File: config.mk
export PLATFORM = sky130hd
export DESIGN_NAME = gadc_ctrl
export DESIGN_NICKNAME = d
export VERILOG_FILES = /design/src/rtl/gadc_pkg.sv /design/src/rtl/gadc_ctrl.sv
export SDC_FILE = /design/constraint.sdc
export NUM_CORES = 1
export LEC_CHECK = 0
export ABC_CLOCK_PERIOD_IN_PS = 1350
export BUFFER_PORTS_ARGS = -buffer_cell sky130_fd_sc_hd__buf_2
export CORE_AREA = 2 2 39 41
export CTS_CLUSTER_SIZE = 30
export DETAILED_ROUTE_END_ITERATION = 8
export DIE_AREA = 0 0 41 43
export GPL_TIMING_DRIVEN = 0
export PLACE_DENSITY = 0.63
export SYNTH_ARGS = -nofsm -noshare
export SYNTH_HDL_FRONTEND = slang
export SYNTH_SLANG_ARGS = --single-unit
File: constraint.sdc
create_clock -name clk -period 1.35 [get_ports clk]
set_input_delay 0.405 -clock clk [delete_from_list [all_inputs] [get_ports clk]]
set_output_delay 0.405 -clock clk [all_outputs]
set_load 0.01 [all_outputs]
File: src/rtl/gadc_pkg.sv
// ----------------------------------------------------------------------------
// gadc_pkg
// Shared types and constants of the grid average dominant colors block.
// ----------------------------------------------------------------------------
package gadc_pkg;

  // fixed field widths of the ports
  localparam int unsigned CFG_DIM_W = 13;
  localparam int unsigned CFG_CW_W  = 5;
  localparam int unsigned FIELD_W   = 16;
  localparam int unsigned COUNT_W   = 5;

  // register indexes of the configuration port
  localparam logic [1:0] REG_WIDTH  = 2'd0;
  localparam logic [1:0] REG_HEIGHT = 2'd1;
  localparam logic [1:0] REG_COLORS = 2'd2;

  // controller states
  typedef enum logic [3:0] {
    ST_RUN,
    ST_DIV,
    ST_DIVW,
    ST_FRAME,
    ST_CNT,
    ST_CHK,
    ST_SELI,
    ST_SEL,
    ST_OUT
  } state_t;

  // commands from controller to datapath
  typedef struct packed {
    logic accept;
    logic div_start;
    logic div_store;
    logic sums_clear;
    logic avg_zero;
    logic cnt_clear;
    logic cnt_step;
    logic sel_start;
    logic sel_step;
    logic emit_load;
  } cmd_t;

  // status from datapath to controller
  typedef struct packed {
    logic fire;
    logic row_end;
    logic frame_end;
    logic geo_busy;
    logic div_done;
    logic div_last;
    logic rh_zero;
    logic cnt_last;
    logic sel_last;
    logic want_zero;
    logic emit_last;
    logic out_free;
  } sts_t;

endpackage

File: src/rtl/gadc_ctrl.sv
// ----------------------------------------------------------------------------
// gadc_ctrl
// Controller: pixel intake, per region row division, frame end ranking.
// ----------------------------------------------------------------------------
module gadc_ctrl
  import gadc_pkg::*;
(
  input  logic clk,
  input  logic rst_n,
  input  sts_t sts,
  output cmd_t cmd
);

  state_t state_r, state_nxt;
  logic   pend_r, pend_nxt;

  // state register
  always_ff @(posedge clk) begin
    if (!rst_n) begin
      state_r <= ST_RUN;
      pend_r  <= 1'b0;
    end else begin
      state_r <= state_nxt;
      pend_r  <= pend_nxt;
    end
  end

  // next state and commands
  always_comb begin
    cmd       = '0;
    state_nxt = state_r;
    pend_nxt  = pend_r;
    case (state_r)
      ST_RUN: begin
        cmd.accept = !sts.geo_busy;
        if (sts.fire) begin
          if (sts.row_end) begin
            state_nxt = ST_DIV;
            pend_nxt  = sts.frame_end;
          end else if (sts.frame_end) begin
            state_nxt = ST_FRAME;
          end
        end
      end
      ST_DIV: begin
        cmd.div_start = 1'b1;
        state_nxt     = ST_DIVW;
      end
      ST_DIVW: begin
        if (sts.div_done) begin
          cmd.div_store = 1'b1;
          if (sts.div_last) begin
            cmd.sums_clear = 1'b1;
            state_nxt      = pend_r ? ST_FRAME : ST_RUN;
          end else begin
            state_nxt = ST_DIV;
          end
        end
      end
      ST_FRAME: begin
        cmd.sums_clear = 1'b1;
        cmd.avg_zero   = sts.rh_zero;
        cmd.cnt_clear  = 1'b1;
        pend_nxt       = 1'b0;
        state_nxt      = ST_CNT;
      end
      ST_CNT: begin
        cmd.cnt_step = 1'b1;
        if (sts.cnt_last) state_nxt = ST_CHK;
      end
      ST_CHK: begin
        state_nxt = sts.want_zero ? ST_RUN : ST_SELI;
      end
      ST_SELI: begin
        cmd.sel_start = 1'b1;
        state_nxt     = ST_SEL;
      end
      ST_SEL: begin
        cmd.sel_step = 1'b1;
        if (sts.sel_last) state_nxt = ST_OUT;
      end
      ST_OUT: begin
        if (sts.out_free) begin
          cmd.emit_load = 1'b1;
          state_nxt     = sts.emit_last ? ST_RUN : ST_SELI;
        end
      end
      default: begin
        state_nxt = ST_RUN;
      end
    endcase
  end

endmodule

---- After elaboration in Yosys (flattened, before gate mapping) ----
Index checks and enable logic that the tools add are counted.
storage, ports and cells
  bits in registers ....................... 5
  bits of input ports ..................... 14
  output and inout port bits .............. 10
  word-level logic and storage cells ...... 49
cells by class
  eq/ne operators ......................... 15
  multiplexer cells ....................... 27
  reductions and logical operators ........ 5
operators by type and width
  kind                number
  $pmux 4 s9          1
  $mux 4              7
  $eq 4x3->1 const B  4
  $ne 2x2->1 const B  6
  $mux 1              11
  $eq 4x2->1 const B  2
  $mux 2              4
  $mux 3              2
  $reduce_and 6->1    1
  $eq 4x1->1 const B  1
  $eq 4x4->1 const B  1
  $logic_not 4->1     1
  $pmux 1 s2          2
  $ne 3x3->1 const B  1
  $reduce_and 3->1    1
  $reduce_bool 2->1   1
  $logic_not 1->1     1

---- Longest topological paths before layout ----
Gate-level depths: netlist of run 1.
  word-level depth ........................ 4
  gate-level depth with buffers ........... 6
  gate-level depth less buffers ........... 5

---- Least setup slack after synthesis of run 1 ----
Ideal clock, no wire load.
  path kind ............................... reg-to-output
  start ................................... reg state_r[0]
  end ..................................... out cmd[6] in the netlist's numbering
  arrival time ............................ 1128 ps
  required time ........................... 945 ps
  slack ................................... -183 ps
  cell stages (with the launch flop) ...... 5
  buffers on the path ..................... 1
  path through ............................ dfxtp_1 -> buf_4 -> nand2_1 -> nor3_1 -> a21o_1
RTL lines
  item                    line             source
  from (decl)             gadc_ctrl.sv:14  state_t state_r, state_nxt;
  from (signal assigned)  gadc_ctrl.sv:23  state_r <= state_nxt;
  to (decl)               gadc_ctrl.sv:11  output cmd_t cmd

==> key figures, run 1 <==
Final layout
  • FILL cells: 115
  • Share of cells above drive strength 1: 61.3%
  • Area growth, synth to finish: 87.8%
  • Total Nets Final: 121
  • Ant diodes: 0

Synth
  • Yosys reg bits: 5
  • Cell variety after synth: 28
  • Synth Instances: 66
  • Ys flop type: dfxtp_1
  • Synthesized area per cell: 6.86 sq um
  • Sequential cell area fraction in the yosys report: 22.1%
  • Mapped Area: 453 sq um
  • Net count after synthesis: 80
  • Async SR Flop Fraction: 0%
  • Yosys warning count: 0
  • EDFF count, synth: 0

GRT
  • Global-route wire length before repair: 2460 microns
  • Grt total ovfl: 0
  • Initial antenna violation count: 0
  • GR Util All Layers: 20.6%
  • Largest net degree at the start of global routing: 11
  • Vias in the first global route: 638

Placed design
  • DP Worst Slack: -0.171 ns
  • Port Buffers: 23
  • Sum of net half-perimeters after detailed placement: 1050 microns
  • Gp weighted congestion: 0.855

STA
  • Layout Skew: 0.000269 ns
  • RSZ-0062 raised after global routing: true
  • Tcrit/Tclk final: 125%
  • Rel. slew slack: 77.9%
  • FMAX: 0.595 GHz
  • Pins over their slew limit: 0
  • Hold_ws: 0.436 ns
  • Post-route setup slack: -0.331 ns
  • Final Hold Viols: 0
  • Min Tclk post-route: 1.68 ns
  • Final setup vio count: 13
  • Worst-margin pin slew: 0.329 ns

Clocking
  • Clk_lat worst skew: 0.24 ns
  • CTS clk-pin slew, worst paths: 0.04 ns
  • Total CTS buffers: 3
  • H-tree Lvls: 1
  • CTS tree: done
  • Maximum buffer depth of the clock tree: 2
  • CTS hold repair buffers: 0
  • CTS root buf: clkbuf_4
  • CTS sink count: 5

Floorplan
  • Core Region: 0.00138 sq mm
  • Die W: 41 microns
  • Initial Util: 32.7%
  • Die Area: 0.00176 sq mm
  • Site Rows: 14
  • I/O Pins: 24
  • Die Y: 43 microns

Pwr
  • Power Total: 689 uW
  • Reg power frac: 27.6%
  • Clock Power Share: 24.9%
  • Combinational share of power: 47.4%
  • Sw frac: 35.8%
  • Worst VDD drop: 424 uV
  • Internal: 443 uW
  • Net Sw Power: 247 uW
  • Leak pwr: 0.000386 uW
  • P per Cell Area: 810 mW/mm^2

Worst hold path
  • Hold crit path type: input pin to register
  • Hold path depth: 2
  • Hold Crit Endpoint: state_r[0]
  • Hold Crit Start: rst_n

Route
  • Total vias in the final route: 649
  • Pre-Repair DR Iteration Count: 4
  • Average wire per standard cell: 13.6 microns
  • Routed vias/inst: 5.32
  • Initial DRC count: 20
  • Drt drc: 0
  • Antenna Violating Nets Remaining: 0
  • Final wirelength: 1650 microns

Critical path
  • WP data arrival: 1.28 ns
  • Start of the worst register-to-register path: state_r[2]
  • CP Capture Type: output port
  • Crit Path Max Fanout: 4
  • Startpoint types: register
  • Worst path required time: 0.95 ns
  • Reg2Reg Depth: 7
  • Worst reg2reg endpoint: state_r[0]
  • Reg2reg setup slack: -0.11 ns
  • CP Class: register to output port

Status
  • Violated checks: setup timing
  • Status: finished, violations left

Job
  • Max-cap violation count: 0
[critical path, cell delays in order, from the launching register on]
cell     delay (ns)
dfxtp_4        0.36
buf_6          0.13
buf_4          0.14
nor3_4         0.19
a21o_1         0.10
buf_2          0.12
[cell usage after synthesis (3+ instances only)]
cell type	n	area share, %
inv_1	3	2.5
o21ai_0	5	5.5
dfxtp_1	5	22
nor3_1	7	7.7
nor2_1	6	5.0
and3_1	4	5.5
nand2_1	7	5.8
a21oi_1	3	3.3
[cell usage in the layout (no fill, tap or decap), types with 2 or more instances in the layout]
| cell | n |
|---|---|
| a21oi_1 | 2 |
| and3_1 | 3 |
| buf_2 | 21 |
| buf_4 | 10 |
| buf_6 | 7 |
| clkbuf_4 | 3 |
| dfxtp_4 | 3 |
| inv_1 | 3 |
| nand2_1 | 4 |
| nand2_2 | 3 |
| nor2_1 | 3 |
| nor2_2 | 2 |
| nor2_4 | 2 |
| nor3_1 | 4 |
| nor3_4 | 2 |
| o21a_1 | 2 |
| o21ai_0 | 5 |
| o21ai_1 | 2 |
| o22ai_1 | 2 |
[worst max-delay path by stage]
stage | from | to | slack [ns] | cells past startpoint
2_1_floorplan | state_r[2] | cmd[6] | -0.06 | 4
3_3_place_gp | state_r[2] | cmd[6] | -0.17 | 5
3_5_place_dp | state_r[3] | cmd[0] | -0.17 | 4
4_1_cts | state_r[2] | cmd[0] | -0.36 | 4
5_1_grt | state_r[3] | cmd[6] | -0.39 | 5
6_report | state_r[3] | cmd[6] | -0.33 | 5
[power by group through the flow]
stage	Sequential, uW	Clock [uW]	Combinational (uW)
2_1_floorplan	172	0	171
3_3_place_gp	174	0	242
3_5_place_dp	174	0	247
4_1_cts	176	181	326
5_1_grt	193	198	356
6_report	190	172	327
[cell type report]
class,instances,area (sq um),area share (%)
Tap cell,16,20.0,2.35
Sequential cell,5,113,13.2
Timing Repair Buffer,37,256,30.1
Inverter,3,11.3,1.32
Multi-Input combinational cell,55,402,47.2
Clock buffer,4,26.3,3.09
Buffer,2,22.5,2.65
[cells by family (layout without fill, tap and decap cells)]
group / after synthesis / count (layout) / share of synthesized area [%]
AO/OA/AOI/OAI: 20 / 20 / 28.7
buffers and inverters: 6 / 46 / 8.29
flip-flops: 5 / 5 / 22.1
AND/OR/NAND/NOR: 35 / 35 / 40.9
[through the flow]
stage                     area [sq um]  setup TNS (ns)  cells  utilization (%)
after global placement             602          -0.746    105             43.5
after global routing               851           -3.68    122             61.5
after detailed placement           602          -0.738    105             43.5
after CTS                          811           -3.00    120             58.6
after floorplan                    467         -0.0568     66                -
final                              851           -2.86    122             61.5
[sequential cells by signal, indices dropped and copies added, names as in the netlist]
register and flops:
pend_r 1, state_r 4
[layer usage]
metal / GRT usage [%] / part of all wire (%)
met1: 21.4 / 40
met2: 35.3 / 53
met3: 3.14 / 5.7
met4: 13.3 / 1.0
met5: 0 / 0
[what timing repair did]
action,CTS,global route
pin swaps,7,7
cloned,0,0
endpoints found under the setup margin,11,14
gates resized for setup,21,9
setup buffers,11,4
No activity file was read; power rests on OpenSTA's default activity.
==> inputs of run 2 (changes only) <==
--- a/config.mk
+++ b/config.mk
@@ -7,10 +7,10 @@
 export LEC_CHECK = 0
 export ABC_CLOCK_PERIOD_IN_PS = 1350
 export BUFFER_PORTS_ARGS = -buffer_cell sky130_fd_sc_hd__buf_2
-export CORE_AREA = 2 2 39 41
+export CORE_AREA = 3 3 40 42
 export CTS_CLUSTER_SIZE = 30
 export DETAILED_ROUTE_END_ITERATION = 8
-export DIE_AREA = 0 0 41 43
+export DIE_AREA = 0 0 43 45
 export GPL_TIMING_DRIVEN = 0
 export PLACE_DENSITY = 0.63
 export SYNTH_ARGS = -nofsm -noshare
==> key figures, run 2 (synthesis results as in run 1) <==
Floorplan
  • Core Region: 0.00128 sq mm
  • Initial Util: 35.2%
  • I/O Pins: 24
  • Site Rows: 13
  • Die Y: 45 microns
  • Die Area: 0.00194 sq mm
  • Die W: 43 microns

Placed design
  • DP Worst Slack: -0.199 ns
  • Area of placed instances: 601 sq um
  • Sum of net half-perimeters after detailed placement: 1030 microns
  • Gp weighted congestion: 0.799
  • Port Buffers: 23

Critical path
  • Crit-path leading delay family: simple AND/OR/NAND/NOR gates
  • WP buf/inv: 2
  • Cell mode on critical path: buf_6
  • Startpoint types: register
  • Worst reg2reg endpoint: state_r[2]
  • Reg2reg setup slack: -0.04 ns
  • Slowest cell on crit path: or3_4
  • Reg2Reg Depth: 6
  • CP Class: register to output port
  • WP data arrival: 1.28 ns
  • Start of the worst register-to-register path: state_r[1]
  • CP Capture Type: output port
  • Worst path max stage delay: 0.39 ns
  • Crit. Startpoint: state_r[1]
  • Worst-path cell chain: buf_6 -> or3_4 -> nor2_4 -> buf_6
  • Worst path required time: 0.95 ns
  • Crit Path Max Fanout: 10

Final layout
  • Largest register FFs: 4
  • Total Nets Final: 120
  • Most common cell after layout, fill and taps aside: buf_2
  • Design Area, Final: 880 sq um
  • Area growth, synth to finish: 94.2%
  • Share of cells above drive strength 1: 63.8%
  • Largest Register: state_r
  • Commonest cells after routing, fill and taps aside: buf_2 (19), buf_6 (11), buf_4 (7), nor3_2 (5), nand2_1 (5)
  • Largest registers: state_r: 4 flops, pend_r: 1 flops
  • Ant diodes: 0

Clocking
  • CTS sink count: 5
  • CTS tree: done
  • Clk_lat worst skew: 0.24 ns
  • CTS hold repair buffers: 0
  • Maximum buffer depth of the clock tree: 2
  • H-tree Lvls: 1
  • CTS root buf: clkbuf_4
  • Total CTS buffers: 3
  • CTS clk-pin slew, worst paths: 0.04 ns

GRT
  • Largest net degree at the start of global routing: 11
  • Vias in the first global route: 563
  • Global-route wire length before repair: 2420 microns
  • Initial antenna violation count: 0
  • Grt total ovfl: 0
  • GR Util All Layers: 16.8%

Route
  • Final wirelength: 1680 microns
  • Antenna Violating Nets Remaining: 0
  • Initial DRC count: 9
  • Total vias in the final route: 637
  • Routed vias/inst: 5.31
  • Average wire per standard cell: 14.0 microns
  • Pre-Repair DR Iteration Count: 4
  • Drt drc: 0

STA
  • Min Tclk post-route: 1.69 ns
  • RSZ-0062 raised after global routing: true
  • Rel. slew slack: 76.7%
  • Tcrit/Tclk final: 125%
  • Pins over their slew limit: 0
  • Final Hold Viols: 0
  • FMAX: 0.592 GHz
  • Layout Skew: 0.00483 ns
  • Worst-margin pin slew: 0.346 ns
  • Final setup vio count: 13
  • Post-route setup slack: -0.340 ns

Worst hold path
  • Hold path depth: 2
  • Hold Crit Endpoint: state_r[0]
  • Hold Crit Start: rst_n
  • Hold crit path type: input pin to register

Pwr
  • P per Cell Area: 790 mW/mm^2
  • Leak pwr: 0.000384 uW
  • Worst VDD drop: 478 uV

Status
  • Status: finished, violations left
  • Violated checks: setup timing

Job
  • Max-cap violation count: 0
## run 2: cell types whose count changed in the layout (fill, tap and decap cells not counted), sizes merged
| cell | previous run | this run |
|---|---|---|
| buf | 39 | 38 |
## run 2: worst max-delay path by stage
stage	endpoint	slack, ns	cells after the start
2_1_floorplan	cmd[6]	-0.06	4
4_1_cts	cmd[0]	-0.33	4
3_5_place_dp	cmd[6]	-0.20	5
3_3_place_gp	cmd[6]	-0.21	5
6_report	cmd[0]	-0.34	4
5_1_grt	cmd[6]	-0.39	5
## run 2: metal layers
| layer | vias up | track usage (%) | wire length [microns] |
|---|---|---|---|
| li1 | 317 | - | - |
| met2 | 25 | 27.5 | 837 |
| met1 | 291 | 19.9 | 716 |
| met5 | - | 0 | 0 |
| met4 | 0 | 11.4 | 21 |
| met3 | 4 | 3.19 | 107 |
## run 2: cell type report
cell class | count | area (sq um)
buffer | 3 | 33.8
clock buffer | 4 | 26.3
fill | 100 | 405
inverter | 3 | 11.3
multi-input combinational | 55 | 423
sequential | 5 | 109
tap | 15 | 18.8
timing repair buffer | 35 | 258
## run 2: what timing repair did
action,4_1_cts,5_1_grt
setup endpoints to repair,11,14
gates resized for setup,13,22
pin swaps,7,7
buffers inserted,7,5
## run 2: worst reg2reg max path: stages, from the launching register on
cell	delay (ns)
dfxtp_1	0.30
buf_6	0.14
or3_4	0.40
buf_6	0.14
o22ai_4	0.15
nor3_2	0.06
o22ai_1	0.13
## run 2: where the power goes
group          internal [uW]  switching (uW)
Sequential               163            14.0
Clock                    112            62.8
Combinational            172             172
Total                    446             249
## run 2: per-stage QoR
step	total power [uW]	utilization, %	instances	setup TNS (ns)	hold slack (ns)
2_1_floorplan	344	-	66	-0.0568	0.454
3_3_place_gp	418	46.7	104	-0.994	0.485
3_5_place_dp	418	46.7	104	-0.878	0.491
4_1_cts	635	58.0	115	-2.72	0.428
5_1_grt	744	68.5	120	-3.63	0.439
6_report	695	68.5	120	-2.89	0.439
==> inputs of run 3 (changes only) <==
--- a/config.mk
+++ b/config.mk
@@ -5,14 +5,14 @@
 export SDC_FILE = /design/constraint.sdc
 export NUM_CORES = 1
 export LEC_CHECK = 0
-export ABC_CLOCK_PERIOD_IN_PS = 1350
+export ABC_CLOCK_PERIOD_IN_PS = 1620
 export BUFFER_PORTS_ARGS = -buffer_cell sky130_fd_sc_hd__buf_2
 export CORE_AREA = 3 3 40 42
 export CTS_CLUSTER_SIZE = 30
 export DETAILED_ROUTE_END_ITERATION = 8
 export DIE_AREA = 0 0 43 45
 export GPL_TIMING_DRIVEN = 0
-export PLACE_DENSITY = 0.63
+export PLACE_DENSITY = 0.6
 export SYNTH_ARGS = -nofsm -noshare
 export SYNTH_HDL_FRONTEND = slang
 export SYNTH_SLANG_ARGS = --single-unit
==> constraint.sdc (replaced) <==
create_clock -name clk -period 1.62 [get_ports clk]
set_input_delay 0.486 -clock clk [delete_from_list [all_inputs] [get_ports clk]]
set_output_delay 0.486 -clock clk [all_outputs]
set_load 0.01 [all_outputs]
==> key figures, run 3 (synthesis results as in run 1) <==
Critical path
  • CP Capture Type: output port
  • Slowest cell on crit path: or3_4
  • WP data arrival: 1.29 ns
  • Worst-path cell chain: nand2b_4 -> or3_4 -> nor2_4 -> buf_6
  • Crit Path Max Fanout: 2
  • Crit-path leading delay family: simple AND/OR/NAND/NOR gates
  • Worst path max stage delay: 0.35 ns
  • CP Class: register to output port
  • WP buf/inv: 1
  • Worst path required time: 1.13 ns
  • Startpoint types: register

Pwr
  • Worst VDD drop: 377 uV
  • Internal: 388 uW
  • Sw frac: 36.0%
  • Reg power frac: 26.3%
  • Net Sw Power: 218 uW
  • Power Total: 606 uW
  • Leak pwr: 0.000421 uW
  • Combinational share of power: 49.0%
  • Clock Power Share: 24.7%
  • P per Cell Area: 686 mW/mm^2

STA
  • Post-route setup slack: -0.153 ns
  • Worst-margin pin slew: 0.326 ns
  • Layout Skew: 0.00296 ns
  • Hold_ws: 0.515 ns
  • Rel. slew slack: 78.1%
  • FMAX: 0.564 GHz
  • Pins over their slew limit: 0
  • Final setup vio count: 12
  • RSZ-0062 raised after global routing: true
  • Total negative slack: -0.901 ns
  • Final Hold Viols: 0
  • Tcrit/Tclk final: 109%
  • Min Tclk post-route: 1.77 ns

Floorplan
  • Die W: 43 microns
  • Site Rows: 13
  • Die Y: 45 microns
  • Die Area: 0.00194 sq mm
  • Initial Util: 35.2%
  • I/O Pins: 24
  • Core Region: 0.00128 sq mm

Route
  • Average wire per standard cell: 14.9 microns
  • Pre-Repair DR Iteration Count: 5
  • Drt drc: 0
  • Routed vias/inst: 5.50
  • Final wirelength: 1890 microns
  • Total vias in the final route: 698
  • Initial DRC count: 9
  • Antenna Violating Nets Remaining: 0

GRT
  • Grt total ovfl: 0
  • Largest net degree at the start of global routing: 11
  • Vias in the first global route: 683
  • GR Util All Layers: 20.7%
  • Global-route wire length before repair: 2950 microns
  • Initial antenna violation count: 0

Final layout
  • Share of cells above drive strength 1: 60.7%
  • Non-filler cells, final: 127
  • Design Area, Final: 883 sq um
  • Largest registers: state_r: 4 flops, pend_r: 1 flops
  • Multi-input logic area: 393 sq um
  • Storage cell area: 113 sq um
  • Area growth, synth to finish: 95.0%
  • Total Nets Final: 127
  • Most common cell after layout, fill and taps aside: buf_2
  • Commonest cells after routing, fill and taps aside: buf_2 (20), buf_4 (16), buf_6 (9), nand2_1 (6), o21ai_0 (5)
  • Largest register FFs: 4
  • Largest Register: state_r
  • Ant diodes: 0
  • FILL cells: 110

Placed design
  • Sum of net half-perimeters after detailed placement: 1020 microns
  • Dpl cells: 104
  • Gp weighted congestion: 0.777
  • Area of placed instances: 587 sq um
  • Port Buffers: 23

Clocking
  • CTS tree: done
  • CTS sink count: 5
  • Maximum buffer depth of the clock tree: 2
  • Total CTS buffers: 3
  • H-tree Lvls: 1
  • CTS hold repair buffers: 0
  • CTS clk-pin slew, worst paths: 0.04 ns
  • Clk_lat worst skew: 0.25 ns
  • CTS root buf: clkbuf_4

Job
  • Max-cap violation count: 0

Worst hold path
  • Hold crit path type: register to register

Status
  • Status: finished, violations left
  • Violated checks: setup timing
-- run 3: final cells by class --
class                           instances  share of cell area, %
Inverter                                3                   1.27
Buffer                                  2                   2.55
Tap cell                               15                   2.12
Sequential cell                         5                   12.7
Timing Repair Buffer                   43                   33.9
Multi-Input combinational cell         55                   44.5
Clock buffer                            4                   2.97
-- run 3: path summary, 6_finish.rpt --
kind | start | depth (start not counted) | slack (ns) | end
setup / recovery | state_r[2] | 4 | -0.15 | cmd[0]
setup reg to reg | state_r[0] | 7 | -0.04 | state_r[0]
hold reg to reg | pend_r | 2 | 0.52 | pend_r
hold / removal | pend_r | 2 | 0.52 | pend_r
-- run 3: power by group through the flow --
stage	Clock, uW	Sequential (uW)	Combinational [uW]
CTS	155	145	290
finish	149	159	297
detailed placement	0	147	197
global placement	0	146	199
global route	161	162	321
floorplan	0	144	139
-- run 3: what timing repair did --
item | CTS | global route
pin swaps | 7 | 5
setup endpoints to repair | 10 | 12
gates resized for setup | 30 | 4
setup buffers | 17 | 3
-- run 3: routing by layer --
metal	global-route usage (%)	share of wire [%]	vias up	routed length (microns)
li1	-	-	331	-
met2	37.1	51	34	957
met5	0	0	-	0
met3	3.98	6.3	6	119
met1	23.1	40	327	764
met4	11.4	2.7	0	51
-- run 3: worst min-delay path: stages, from the launching register on --
cell	delay, ns
dfxtp_1	0.33
nand2_1	0.06
a21boi_0	0.08
-- run 3: metrics by stage --
step                      setup slack [ns]  utilization, %
after floorplan                    0.00568               -
after global placement              -0.138            45.7
after detailed placement            -0.111            45.7
after CTS                           -0.151            66.7
after global routing                -0.191            68.7
final                               -0.153            68.7
